===== src/rtl/pkf_pkg.sv =====
// Shared types, constants and the control store of the position Kalman filter.
// Holds the microcode table read by pkf_sequencer and the control word decoded by pkf_datapath.
// No dependencies.
package pkf_pkg;

    // Field widths
    localparam int POS_W   = 33;   // signed Q9.24 position
    localparam int VAR_W   = 32;   // unsigned Q2.30 variance / noise
    localparam int CFG_W   = 32;
    localparam int DEN_W   = 33;   // p + r
    localparam int REM_W   = 34;   // divider partial remainder
    localparam int K_W     = 31;   // gain, 0 .. 2^30
    localparam int DIFF_W  = 34;   // measurement - estimate
    localparam int MAG_W   = 33;   // |innovation| or p
    localparam int MLO_W   = 17;   // low slice of the multiplicand
    localparam int MHI_W   = 16;   // high slice of the multiplicand
    localparam int PROD_W  = 48;   // one partial product
    localparam int ACC_W   = 63;   // full product
    localparam int D_W     = 34;   // rounded product >> 30
    localparam int SUM_W   = 36;   // estimate + correction
    localparam int FRAC_W  = 30;

    localparam int DIV_STEPS = 31;
    localparam int CNT_W     = 5;
    localparam int PC_W      = 5;

    localparam logic signed [POS_W-1:0] POS_MAX = 33'sd3019898880;
    localparam logic signed [POS_W-1:0] POS_MIN = -33'sd3019898880;
    localparam logic signed [SUM_W-1:0] SUM_MAX = 36'sd3019898880;
    localparam logic signed [SUM_W-1:0] SUM_MIN = -36'sd3019898880;
    localparam logic [K_W-1:0]          ONE_Q30 = 31'h4000_0000;

    // Configuration register indexes and reset values
    localparam int CFG_IDX_W = 2;
    localparam logic [CFG_IDX_W-1:0] CFG_PROC_NOISE = 2'd0;
    localparam logic [CFG_IDX_W-1:0] CFG_MEAS_NOISE = 2'd1;
    localparam logic [CFG_IDX_W-1:0] CFG_INIT_VAR   = 2'd2;
    localparam logic [CFG_W-1:0] PROC_NOISE_RST = 32'd1073742;
    localparam logic [CFG_W-1:0] MEAS_NOISE_RST = 32'd107374182;
    localparam logic [CFG_W-1:0] INIT_VAR_RST   = 32'd1073741824;

    // Datapath operations
    localparam int OP_W = 4;
    localparam logic [OP_W-1:0] OP_NOP       = 4'd0;
    localparam logic [OP_W-1:0] OP_ACCEPT    = 4'd1;
    localparam logic [OP_W-1:0] OP_PRED      = 4'd2;
    localparam logic [OP_W-1:0] OP_DEN       = 4'd3;
    localparam logic [OP_W-1:0] OP_DIV       = 4'd4;
    localparam logic [OP_W-1:0] OP_INNOV_LON = 4'd5;
    localparam logic [OP_W-1:0] OP_INNOV_LAT = 4'd6;
    localparam logic [OP_W-1:0] OP_LOAD_P    = 4'd7;
    localparam logic [OP_W-1:0] OP_MUL_LO    = 4'd8;
    localparam logic [OP_W-1:0] OP_MUL_HI    = 4'd9;
    localparam logic [OP_W-1:0] OP_ACC       = 4'd10;
    localparam logic [OP_W-1:0] OP_ROUND     = 4'd11;
    localparam logic [OP_W-1:0] OP_CORR_LON  = 4'd12;
    localparam logic [OP_W-1:0] OP_CORR_LAT  = 4'd13;
    localparam logic [OP_W-1:0] OP_VAR_WB    = 4'd14;
    localparam logic [OP_W-1:0] OP_EMIT      = 4'd15;

    // Jump conditions: jump to target when true, else advance
    localparam int JC_W = 2;
    localparam logic [JC_W-1:0] JC_NEXT     = 2'd0;
    localparam logic [JC_W-1:0] JC_ALWAYS   = 2'd1;
    localparam logic [JC_W-1:0] JC_CNT_NZ   = 2'd2;
    localparam logic [JC_W-1:0] JC_UNPRIMED = 2'd3;

    // Jump targets
    localparam logic [PC_W-1:0] PC_WAIT = 5'd0;
    localparam logic [PC_W-1:0] PC_DIV  = 5'd3;

    typedef struct packed {
        logic [OP_W-1:0] op;
        logic            use_one_minus_k;  // multiplier takes 1 - k instead of k
        logic [JC_W-1:0] jcond;
        logic [PC_W-1:0] target;
    } uword_t;

    typedef struct packed {
        logic hold;     // current step waits on a handshake
        logic primed;   // first fix already loaded
    } dp_status_t;

    function automatic uword_t uw(input logic [OP_W-1:0] op, input logic b,
                                  input logic [JC_W-1:0] jc, input logic [PC_W-1:0] tgt);
        uword_t w;
        w.op              = op;
        w.use_one_minus_k = b;
        w.jcond           = jc;
        w.target          = tgt;
        return w;
    endfunction

    // Control store: one word per step
    function automatic uword_t ucode_rom(input logic [PC_W-1:0] pc);
        uword_t w;
        case (pc)
            5'd0:    w = uw(OP_ACCEPT,    1'b0, JC_UNPRIMED, PC_WAIT);
            5'd1:    w = uw(OP_PRED,      1'b0, JC_NEXT,     PC_WAIT);
            5'd2:    w = uw(OP_DEN,       1'b0, JC_NEXT,     PC_WAIT);
            5'd3:    w = uw(OP_DIV,       1'b0, JC_CNT_NZ,   PC_DIV);
            5'd4:    w = uw(OP_INNOV_LON, 1'b0, JC_NEXT,     PC_WAIT);
            5'd5:    w = uw(OP_MUL_LO,    1'b0, JC_NEXT,     PC_WAIT);
            5'd6:    w = uw(OP_MUL_HI,    1'b0, JC_NEXT,     PC_WAIT);
            5'd7:    w = uw(OP_ACC,       1'b0, JC_NEXT,     PC_WAIT);
            5'd8:    w = uw(OP_ROUND,     1'b0, JC_NEXT,     PC_WAIT);
            5'd9:    w = uw(OP_CORR_LON,  1'b0, JC_NEXT,     PC_WAIT);
            5'd10:   w = uw(OP_INNOV_LAT, 1'b0, JC_NEXT,     PC_WAIT);
            5'd11:   w = uw(OP_MUL_LO,    1'b0, JC_NEXT,     PC_WAIT);
            5'd12:   w = uw(OP_MUL_HI,    1'b0, JC_NEXT,     PC_WAIT);
            5'd13:   w = uw(OP_ACC,       1'b0, JC_NEXT,     PC_WAIT);
            5'd14:   w = uw(OP_ROUND,     1'b0, JC_NEXT,     PC_WAIT);
            5'd15:   w = uw(OP_CORR_LAT,  1'b0, JC_NEXT,     PC_WAIT);
            5'd16:   w = uw(OP_LOAD_P,    1'b0, JC_NEXT,     PC_WAIT);
            5'd17:   w = uw(OP_MUL_LO,    1'b1, JC_NEXT,     PC_WAIT);
            5'd18:   w = uw(OP_MUL_HI,    1'b1, JC_NEXT,     PC_WAIT);
            5'd19:   w = uw(OP_ACC,       1'b0, JC_NEXT,     PC_WAIT);
            5'd20:   w = uw(OP_ROUND,     1'b0, JC_NEXT,     PC_WAIT);
            5'd21:   w = uw(OP_VAR_WB,    1'b0, JC_NEXT,     PC_WAIT);
            5'd22:   w = uw(OP_EMIT,      1'b0, JC_ALWAYS,   PC_WAIT);
            default: w = uw(OP_NOP,       1'b0, JC_ALWAYS,   PC_WAIT);
        endcase
        return w;
    endfunction

    // Saturate a widened position to the legal range
    function automatic logic signed [POS_W-1:0] clamp_pos(input logic signed [SUM_W-1:0] v);
        logic signed [POS_W-1:0] r;
        if (v > SUM_MAX) begin
            r = POS_MAX;
        end else if (v < SUM_MIN) begin
            r = POS_MIN;
        end else begin
            r = v[POS_W-1:0];
        end
        return r;
    endfunction

endpackage


===== src/rtl/pkf_sequencer.sv =====
// Step counter, loop counter and branch logic of the filter's microcode engine.
// Depends on pkf_pkg (control store, control word and status types).
module pkf_sequencer
    import pkf_pkg::*;
(
    input  logic       aclk,
    input  logic       aresetn,
    input  dp_status_t status,
    output uword_t     uword
);

    logic [PC_W-1:0]  pc_reg, pc_next;
    logic [CNT_W-1:0] cnt_reg, cnt_next;
    logic             jump;

    assign uword = ucode_rom(pc_reg);

    always_comb begin
        case (uword.jcond)
            JC_NEXT:     jump = 1'b0;
            JC_ALWAYS:   jump = 1'b1;
            JC_CNT_NZ:   jump = (cnt_reg != '0);
            JC_UNPRIMED: jump = !status.primed;
            default:     jump = 1'b0;
        endcase

        if (status.hold) begin
            pc_next = pc_reg;
        end else if (jump) begin
            pc_next = uword.target;
        end else begin
            pc_next = pc_reg + 1'b1;
        end

        cnt_next = cnt_reg;
        if (uword.op == OP_DEN) begin
            cnt_next = CNT_W'(DIV_STEPS - 1);
        end else if (uword.op == OP_DIV && cnt_reg != '0) begin
            cnt_next = cnt_reg - 1'b1;
        end
    end

    always_ff @(posedge aclk) begin
        if (!aresetn) begin
            pc_reg  <= PC_WAIT;
            cnt_reg <= '0;
        end else begin
            pc_reg  <= pc_next;
            cnt_reg <= cnt_next;
        end
    end

endmodule


===== src/rtl/pkf_datapath.sv =====
// Registers, divider step, shared multiplier and output register of the filter.
// Depends on pkf_pkg; driven one control word per cycle by pkf_sequencer.
module pkf_datapath
    import pkf_pkg::*;
(
    input  logic                    aclk,
    input  logic                    aresetn,
    input  uword_t                  uword,
    output dp_status_t              status,
    input  logic [CFG_W-1:0]        process_noise,
    input  logic [CFG_W-1:0]        measurement_noise,
    input  logic [CFG_W-1:0]        initial_variance,
    input  logic                    s_valid,
    output logic                    s_ready,
    input  logic signed [POS_W-1:0] s_meas_longitude,
    input  logic signed [POS_W-1:0] s_meas_latitude,
    output logic                    m_valid,
    input  logic                    m_ready,
    output logic signed [POS_W-1:0] m_filt_longitude,
    output logic signed [POS_W-1:0] m_filt_latitude
);

    logic                    primed_reg;
    logic signed [POS_W-1:0] est_lon_reg, est_lat_reg;
    logic signed [POS_W-1:0] meas_lon_reg, meas_lat_reg;
    logic [VAR_W-1:0]        var_reg;
    logic [VAR_W-1:0]        p_reg;
    logic [DEN_W-1:0]        den_reg;
    logic [REM_W-1:0]        rem_reg;
    logic [K_W-1:0]          k_reg;
    logic [MAG_W-1:0]        mag_reg;
    logic                    neg_reg;
    logic [PROD_W-1:0]       mul_reg;
    logic [ACC_W-1:0]        acc_reg;
    logic [D_W-1:0]          d_reg;
    logic                    m_valid_reg;
    logic signed [POS_W-1:0] out_lon_reg, out_lat_reg;

    logic                    s_fire, out_busy;
    logic signed [POS_W-1:0] clamp_lon, clamp_lat;
    logic [VAR_W:0]          p_sum;
    logic [VAR_W-1:0]        p_sat;
    logic [DEN_W-1:0]        den_sum;
    logic                    rem_ge;
    logic [REM_W-1:0]        rem_diff, rem_sel, rem_next;
    logic [K_W-1:0]          k_next, k_eff, one_minus_k, mul_b;
    logic [MLO_W-1:0]        mul_a;
    logic [PROD_W-1:0]       mul_prod;
    logic signed [POS_W-1:0] innov_meas, innov_est, corr_est;
    logic [DIFF_W-1:0]       diff, diff_mag;
    logic [D_W:0]            delta;
    logic [SUM_W-1:0]        corr_sum;
    logic signed [POS_W-1:0] corr_clamped;
    logic [D_W-1:0]          d_next;

    assign s_ready  = (uword.op == OP_ACCEPT);
    assign s_fire   = s_valid && s_ready;
    assign out_busy = m_valid_reg && !m_ready;

    assign status.hold   = (uword.op == OP_ACCEPT && !s_valid) ||
                           (uword.op == OP_EMIT && out_busy);
    assign status.primed = primed_reg;

    assign clamp_lon = clamp_pos(SUM_W'(s_meas_longitude));
    assign clamp_lat = clamp_pos(SUM_W'(s_meas_latitude));

    // Prediction and gain denominator
    assign p_sum   = {1'b0, var_reg} + {1'b0, process_noise};
    assign p_sat   = p_sum[VAR_W] ? '1 : p_sum[VAR_W-1:0];
    assign den_sum = {1'b0, p_reg} + {1'b0, measurement_noise};

    // One restoring-division step per cycle
    assign rem_ge   = (rem_reg >= {1'b0, den_reg});
    assign rem_diff = rem_reg - {1'b0, den_reg};
    assign rem_sel  = rem_ge ? rem_diff : rem_reg;
    assign rem_next = {rem_sel[REM_W-2:0], 1'b0};
    assign k_next   = {k_reg[K_W-2:0], rem_ge};

    // Zero denominator forces a zero gain
    assign k_eff       = (den_reg == '0) ? '0 : k_reg;
    assign one_minus_k = ONE_Q30 - k_eff;
    assign mul_b       = uword.use_one_minus_k ? one_minus_k : k_eff;
    assign mul_a       = (uword.op == OP_MUL_HI) ? MLO_W'(mag_reg[MAG_W-1:MLO_W])
                                                 : mag_reg[MLO_W-1:0];
    assign mul_prod    = PROD_W'(mul_a) * PROD_W'(mul_b);

    // Innovation of the selected axis
    assign innov_meas = (uword.op == OP_INNOV_LAT) ? meas_lat_reg : meas_lon_reg;
    assign innov_est  = (uword.op == OP_INNOV_LAT) ? est_lat_reg : est_lon_reg;
    assign diff       = DIFF_W'(innov_meas) - DIFF_W'(innov_est);
    assign diff_mag   = diff[DIFF_W-1] ? (~diff + 1'b1) : diff;

    // Round half away from zero: round the magnitude, then apply the sign
    assign d_next = D_W'(acc_reg[ACC_W-1:FRAC_W]) + D_W'(acc_reg[FRAC_W-1]);

    assign corr_est     = (uword.op == OP_CORR_LAT) ? est_lat_reg : est_lon_reg;
    assign delta        = neg_reg ? (~{1'b0, d_reg} + 1'b1) : {1'b0, d_reg};
    assign corr_sum     = SUM_W'(corr_est) + SUM_W'($signed(delta));
    assign corr_clamped = clamp_pos($signed(corr_sum));

    always_ff @(posedge aclk) begin
        if (!aresetn) begin
            primed_reg  <= 1'b0;
            m_valid_reg <= 1'b0;
        end else begin
            // the output step reloads the register itself
            if (m_valid_reg && m_ready && uword.op != OP_EMIT) begin
                m_valid_reg <= 1'b0;
            end
            case (uword.op)
                OP_ACCEPT: begin
                    if (s_fire) begin
                        meas_lon_reg <= clamp_lon;
                        meas_lat_reg <= clamp_lat;
                        if (!primed_reg) begin
                            est_lon_reg <= clamp_lon;
                            est_lat_reg <= clamp_lat;
                            var_reg     <= initial_variance;
                            primed_reg  <= 1'b1;
                        end
                    end
                end
                OP_PRED: p_reg <= p_sat;
                OP_DEN: begin
                    den_reg <= den_sum;
                    rem_reg <= REM_W'(p_reg);
                    k_reg   <= '0;
                end
                OP_DIV: begin
                    rem_reg <= rem_next;
                    k_reg   <= k_next;
                end
                OP_INNOV_LON, OP_INNOV_LAT: begin
                    mag_reg <= diff_mag[MAG_W-1:0];
                    neg_reg <= diff[DIFF_W-1];
                end
                OP_LOAD_P: begin
                    mag_reg <= MAG_W'(p_reg);
                    neg_reg <= 1'b0;
                end
                OP_MUL_LO: mul_reg <= mul_prod;
                OP_MUL_HI: begin
                    acc_reg <= ACC_W'(mul_reg);
                    mul_reg <= mul_prod;
                end
                OP_ACC:      acc_reg <= acc_reg + (ACC_W'(mul_reg) << MLO_W);
                OP_ROUND:    d_reg <= d_next;
                OP_CORR_LON: est_lon_reg <= corr_clamped;
                OP_CORR_LAT: est_lat_reg <= corr_clamped;
                OP_VAR_WB:   var_reg <= (d_reg[D_W-1:VAR_W] != '0) ? '1 : d_reg[VAR_W-1:0];
                OP_EMIT: begin
                    if (!out_busy) begin
                        out_lon_reg <= est_lon_reg;
                        out_lat_reg <= est_lat_reg;
                        m_valid_reg <= 1'b1;
                    end
                end
                default: ;
            endcase
        end
    end

    assign m_valid          = m_valid_reg;
    assign m_filt_longitude = out_lon_reg;
    assign m_filt_latitude  = out_lat_reg;

endmodule


===== src/rtl/position_kalman_filter_2d.sv =====
// Top level of the 2-D constant-position Kalman filter for position fixes.
// Depends on pkf_pkg, pkf_sequencer and pkf_datapath.
//
// Usage:
//   Input channel s_*: one request carries a measured longitude and latitude,
//   signed Q9.24 degrees; values beyond +/-180 degrees are clamped on entry.
//   Result channel m_*: one filtered position per request, except the first
//   request after reset, which only loads the estimate and returns nothing.
//   Configuration channel cfg_*: writes process noise (index 0), measurement
//   noise (index 1) and initial variance (index 2), unsigned Q2.30; other
//   indexes are dropped. cfg_ready is always high. Write only while idle.
// Sequence:
//   A request runs through the microcode sequencer in order: 1 accept step,
//   2 steps for predicted variance and denominator, 31 steps of the
//   one-bit-per-cycle gain divider, 6 steps per axis and 6 for the variance
//   through one shared 17x31 multiplier, and 1 output step. The priming
//   request uses only the accept step.
// Reset (aresetn low, synchronous): registers return to their reset values,
//   the sequencer returns to its accept step and the filter is unprimed.
// Stall: the output register holds a result until taken; the next request
//   is accepted and computed meanwhile, and the sequencer holds at its
//   output step only if the earlier result is still waiting.
module position_kalman_filter_2d
    import pkf_pkg::*;
(
    input  logic                    aclk,
    input  logic                    aresetn,
    input  logic                    cfg_valid,
    output logic                    cfg_ready,
    input  logic [CFG_IDX_W-1:0]    cfg_index,
    input  logic [CFG_W-1:0]        cfg_data,
    input  logic                    s_valid,
    output logic                    s_ready,
    input  logic signed [POS_W-1:0] s_meas_longitude,
    input  logic signed [POS_W-1:0] s_meas_latitude,
    output logic                    m_valid,
    input  logic                    m_ready,
    output logic signed [POS_W-1:0] m_filt_longitude,
    output logic signed [POS_W-1:0] m_filt_latitude
);

    logic [CFG_W-1:0] proc_noise_reg, meas_noise_reg, init_var_reg;
    uword_t           uword;
    dp_status_t       status;

    assign cfg_ready = 1'b1;

    // Configuration registers; unknown indexes drop the write
    always_ff @(posedge aclk) begin
        if (!aresetn) begin
            proc_noise_reg <= PROC_NOISE_RST;
            meas_noise_reg <= MEAS_NOISE_RST;
            init_var_reg   <= INIT_VAR_RST;
        end else if (cfg_valid && cfg_ready) begin
            case (cfg_index)
                CFG_PROC_NOISE: proc_noise_reg <= cfg_data;
                CFG_MEAS_NOISE: meas_noise_reg <= cfg_data;
                CFG_INIT_VAR:   init_var_reg   <= cfg_data;
                default: ;
            endcase
        end
    end

    // Microcode engine: step counter, division loop counter and branches
    pkf_sequencer u_seq (
        .aclk    (aclk),
        .aresetn (aresetn),
        .status  (status),
        .uword   (uword)
    );

    // Datapath: estimate state, divider, multiplier and output register
    pkf_datapath u_dp (
        .aclk              (aclk),
        .aresetn           (aresetn),
        .uword             (uword),
        .status            (status),
        .process_noise     (proc_noise_reg),
        .measurement_noise (meas_noise_reg),
        .initial_variance  (init_var_reg),
        .s_valid           (s_valid),
        .s_ready           (s_ready),
        .s_meas_longitude  (s_meas_longitude),
        .s_meas_latitude   (s_meas_latitude),
        .m_valid           (m_valid),
        .m_ready           (m_ready),
        .m_filt_longitude  (m_filt_longitude),
        .m_filt_latitude   (m_filt_latitude)
    );

endmodule


===== config.mk =====
export PLATFORM = sky130hd
export DESIGN_NAME = position_kalman_filter_2d
export DESIGN_NICKNAME = d
export VERILOG_FILES = /design/src/rtl/pkf_pkg.sv /design/src/rtl/pkf_sequencer.sv /design/src/rtl/pkf_datapath.sv /design/src/rtl/position_kalman_filter_2d.sv
export SDC_FILE = /design/constraint.sdc
export NUM_CORES = 2
export LEC_CHECK = 0
export BUFFER_PORTS_ARGS = -buffer_cell sky130_fd_sc_hd__buf_2
export CORE_MARGIN = 5
export CORE_UTILIZATION = 55
export CTS_BUF_LIST = sky130_fd_sc_hd__clkbuf_4 sky130_fd_sc_hd__clkbuf_8
export DETAILED_ROUTE_END_ITERATION = 7
export PLACE_DENSITY_LB_ADDON = 0.1
export REMOVE_ABC_BUFFERS = 1
export SLEW_MARGIN = 25
export SYNTH_ARGS = -nofsm -noshare
export SYNTH_HDL_FRONTEND = slang
export SYNTH_SLANG_ARGS = --single-unit

===== constraint.sdc =====
create_clock -name aclk -period 8.9 [get_ports aclk]
set_input_delay 1.78 -clock aclk [delete_from_list [all_inputs] [get_ports aclk]]
set_output_delay 1.78 -clock aclk [all_outputs]
set_load 0.01 [all_outputs]

==> impl_metrics.py <==
metrics = {
    "outcome": {
        "outcome": "finished, violations left",
        "violations": "design-rule violations",
    },
    "detailed_routing": {
        "drc_errors": 3,
        "antenna_left": 0,
        "routed_wl_um": 179000,
        "wire_per_inst_um": 22.7,
        "drtPass1Iterations": 8,
        "drtIter0Drc": 4081,
        "vias_per_cell": 5.92,
        "vias": 46700,
    },
    "timing": {
        "clock_skew_ns": 0.0703,
        "tightest_slew_ns": 1.10,
        "fin_crit_ns": 8.69,
        "layout_setup_ws_ns": 0.207,
        "slew_violations": 0,
        "hold_viol_final": 0,
        "fin_crit_sh_pct": 97.7,
        "finalSetupViolations": 0,
        "slew_headroom_pct": 26.5,
        "fmax_mhz": 115,
    },
    "worst_hold_path": {
        "worstHoldStart": "init_var_reg[15]",
        "hp-class": "reg2reg",
    },
    "synth": {
        "synth_area_um2": 56500,
        "async_flop_share_pct": 0,
        "yosysTopAreaCell": "edfxtp_1",
        "syn_avg_cell_area_um2": 9.17,
        "yosysTopAreaCellShare_pct": 27.7,
        "synth_flop_cell": "edfxtp_1",
        "ys_ff_latch": 638,
        "yosysSeqAreaShare_pct": 31.8,
        "synth_cell_types": 90,
        "ys_top_cells_by_area": "edfxtp_1 (28%), fa_1 (16%), ha_1 (7.6%), nand2_1 (6.6%), dfxtp_1 (4.1%)",
        "yosys_warnings": 0,
        "synth_most_common_cell": "nand2_1",
        "synth_commonest_cells": "nand2_1 (998), inv_1 (592), edfxtp_1 (522)",
        "synth_edf_count": 522,
        "syn_inst": 6166,
    },
    "clock_tree": {
        "cts-hold-fix-buffers": 0,
        "numCtsBuffers": 110,
        "clock-root-buffer": "clkbuf_8",
        "cts_tree": "done",
        "clk_pin_slew_ns": 0.07,
        "clkLatencyLatePin_ns": 0.83,
        "ctsHtreeMaxLevel": 3,
        "clock_sinks": 638,
        "clk_path_buf_depth": 3,
    },
    "placed_design": {
        "place_congestion": 0.968,
        "post-place-ws_ns": -0.293,
        "dp_hpwl_um": 139000,
        "io_buffer_count": 172,
    },
    "grt": {
        "grt_use_total_pct": 32.5,
        "antenna_found_initial": 6,
        "grt_pass1_wl_um": 273000,
        "grt_pass1_vias": 45600,
        "grt-ovfl-total": 0,
        "grt_max_degree": 78,
    },
    "worst_setup_path": {
        "rr_worst_depth": 37,
        "end_kind": "flip-flop",
        "startpoint": "u_dp.den_reg[21]",
        "required_ns": 9.42,
        "max_stage_delay_ns": 0.57,
        "slowest_stage": "or4_4",
        "path_max_fanout": 11,
        "r2r_start": "u_dp.den_reg[21]",
        "crit_end": "u_dp.mul_reg[32]",
        "critical_path_arrival_ns": 9.22,
        "cp_common_cell": "buf_4",
        "crit_type": "reg2reg",
        "crit_path_start_kind": "flip-flop",
        "reg2reg_to": "u_dp.mul_reg[32]",
        "reg2reg_slack_ns": 0.21,
    },
    "final_layout": {
        "syn_to_final_growth_pct": 11.7,
        "fin_util_pct": 62.0,
        "n_fill_cell": 8856,
        "largest_reg_flops": 48,
        "drive_gt1_share_pct": 12.7,
        "final_net_count": 7314,
    },
    "die": {
        "start_util_pct": 55.5,
        "fp-row-count": 117,
        "pin_count": 174,
        "coreArea_um2": 102000,
        "die_w_um": 331,
        "dieHeight_um": 331,
        "die_area_um2": 109000,
    },
    "pwr": {
        "ir_drop_mv": 0.974,
        "p_leak_nw": 27.5,
        "power_density_nw_per_um2": 396,
    },
    "flow_run": {
        "maxCapViolCount": 0,
    },
}
-- cells by family (layout without fill, tap and decap cells) --
| kind of cell | Yosys count | in the layout | share of synthesized area [%] |
|---|---|---|---|
| AND/OR/NAND/NOR | 2221 | 2221 | 17.7 |
| buffers and inverters | 874 | 1225 | 5.93 |
| AO/OA/AOI/OAI | 1202 | 1202 | 14.0 |
| flip-flops | 638 | 638 | 31.8 |
| multiplexers | 120 | 120 | 2.25 |
| adder cells (fa/ha/maj) | 784 | 784 | 23.2 |
| XOR/XNOR | 326 | 326 | 5.05 |
| other | 1 | 5 | 0.00663 |
-- cell type report --
| class | instances | area (um^2) | area share (%) |
|---|---|---|---|
| tap | 1368 | 1710 | 2.71 |
| multi-input combinational | 4654 | 35800 | 56.6 |
| inverter | 592 | 2220 | 3.52 |
| clock inverter | 55 | 616 | 0.975 |
| sequential | 638 | 18000 | 28.5 |
| timing repair buffer | 429 | 2960 | 4.69 |
| antenna | 4 | 10.0 | 0.0159 |
| clock buffer | 149 | 1860 | 2.95 |
-- critical path, delay by kind of cell, from the launching register on --
kind                       cells  cell delay, ns
buffers and inverters         10            1.30
and+or+nand+nor                7            1.49
adders and majority gates      8            3.38
DFF                            1            0.42
xor gates and xnor gates       1            0.12
AOI/OAI and AO/OA             11            1.72
-- cell usage in the layout (no fill, tap or decap), types with 36 or more instances in the layout --
cell / synthesis / final
a21boi_0: 85 / 83
a21o_1: 166 / 165
a21oi_1: 293 / 282
a32oi_1: 39 / 38
and2_1: 134 / 132
and3_1: 42 / 41
buf_2: 16 / 171
buf_4: 6 / 240
clkbuf_8: 0 / 119
dfxtp_1: 116 / 115
edfxtp_1: 522 / 522
fa_1: 440 / 434
ha_1: 344 / 339
inv_1: 592 / 592
mux2_2: 56 / 56
mux2i_1: 64 / 59
nand2_1: 998 / 996
nand2b_1: 43 / 42
nand3_1: 142 / 139
nand4_1: 93 / 93
nor2_1: 490 / 477
nor2b_1: 44 / 43
nor3_1: 79 / 73
o21a_1: 36 / 36
o21ai_0: 258 / 247
o21bai_1: 38 / 38
xnor2_1: 214 / 214
xor2_1: 112 / 110
-- report_power, final --
part	total, mW	internal [mW]	switching [mW]	leakage (nW)
sequential	4.39	4.23	0.156	5.78
clock	3.05	1.70	1.35	1.30
combinational	17.6	7.96	9.64	20.4
-- routing by layer --
metal  part of all wire [%]  track usage [%]
met1                     42             44.3
met2                     47             52.8
met3                    7.5             5.59
met4                    3.9             11.7
met5                      0                0
-- what timing repair did --
item / in CTS / in global routing
resized for setup: 8 / 83
setup buffers: 2 / 20
endpoints found under the setup margin: 11 / 15
pin swaps: 2 / 51
gates cloned: 0 / 1
-- stage by stage --
step | cells | setup TNS (ns) | hold WS, ns | power (mW) | area, um^2
floorplan | 5884 | -23.42 | 0.438 | 15.0 | 55400
global placement | 7657 | -0.265 | 0.453 | 21.0 | 60000
detailed placement | 7657 | -1.39 | 0.457 | 21.0 | 60100
CTS | 7863 | -0.00548 | 0.466 | 24.3 | 62600
global route | 7888 | -0.444 | 0.483 | 27.1 | 63100
finish | 7889 | 0 | 0.467 | 25.0 | 63100
-- how the worst min path moves through the flow --
stage | to | slack, ns | cells after the start
after floorplan | init_var_reg[30] | 0.44 | 2
after global placement | init_var_reg[24] | 0.45 | 2
after detailed placement | init_var_reg[15] | 0.46 | 2
after CTS | init_var_reg[15] | 0.47 | 2
after global routing | init_var_reg[1] | 0.48 | 2
final | init_var_reg[15] | 0.47 | 2
Power figures use the tool's default switching activity.
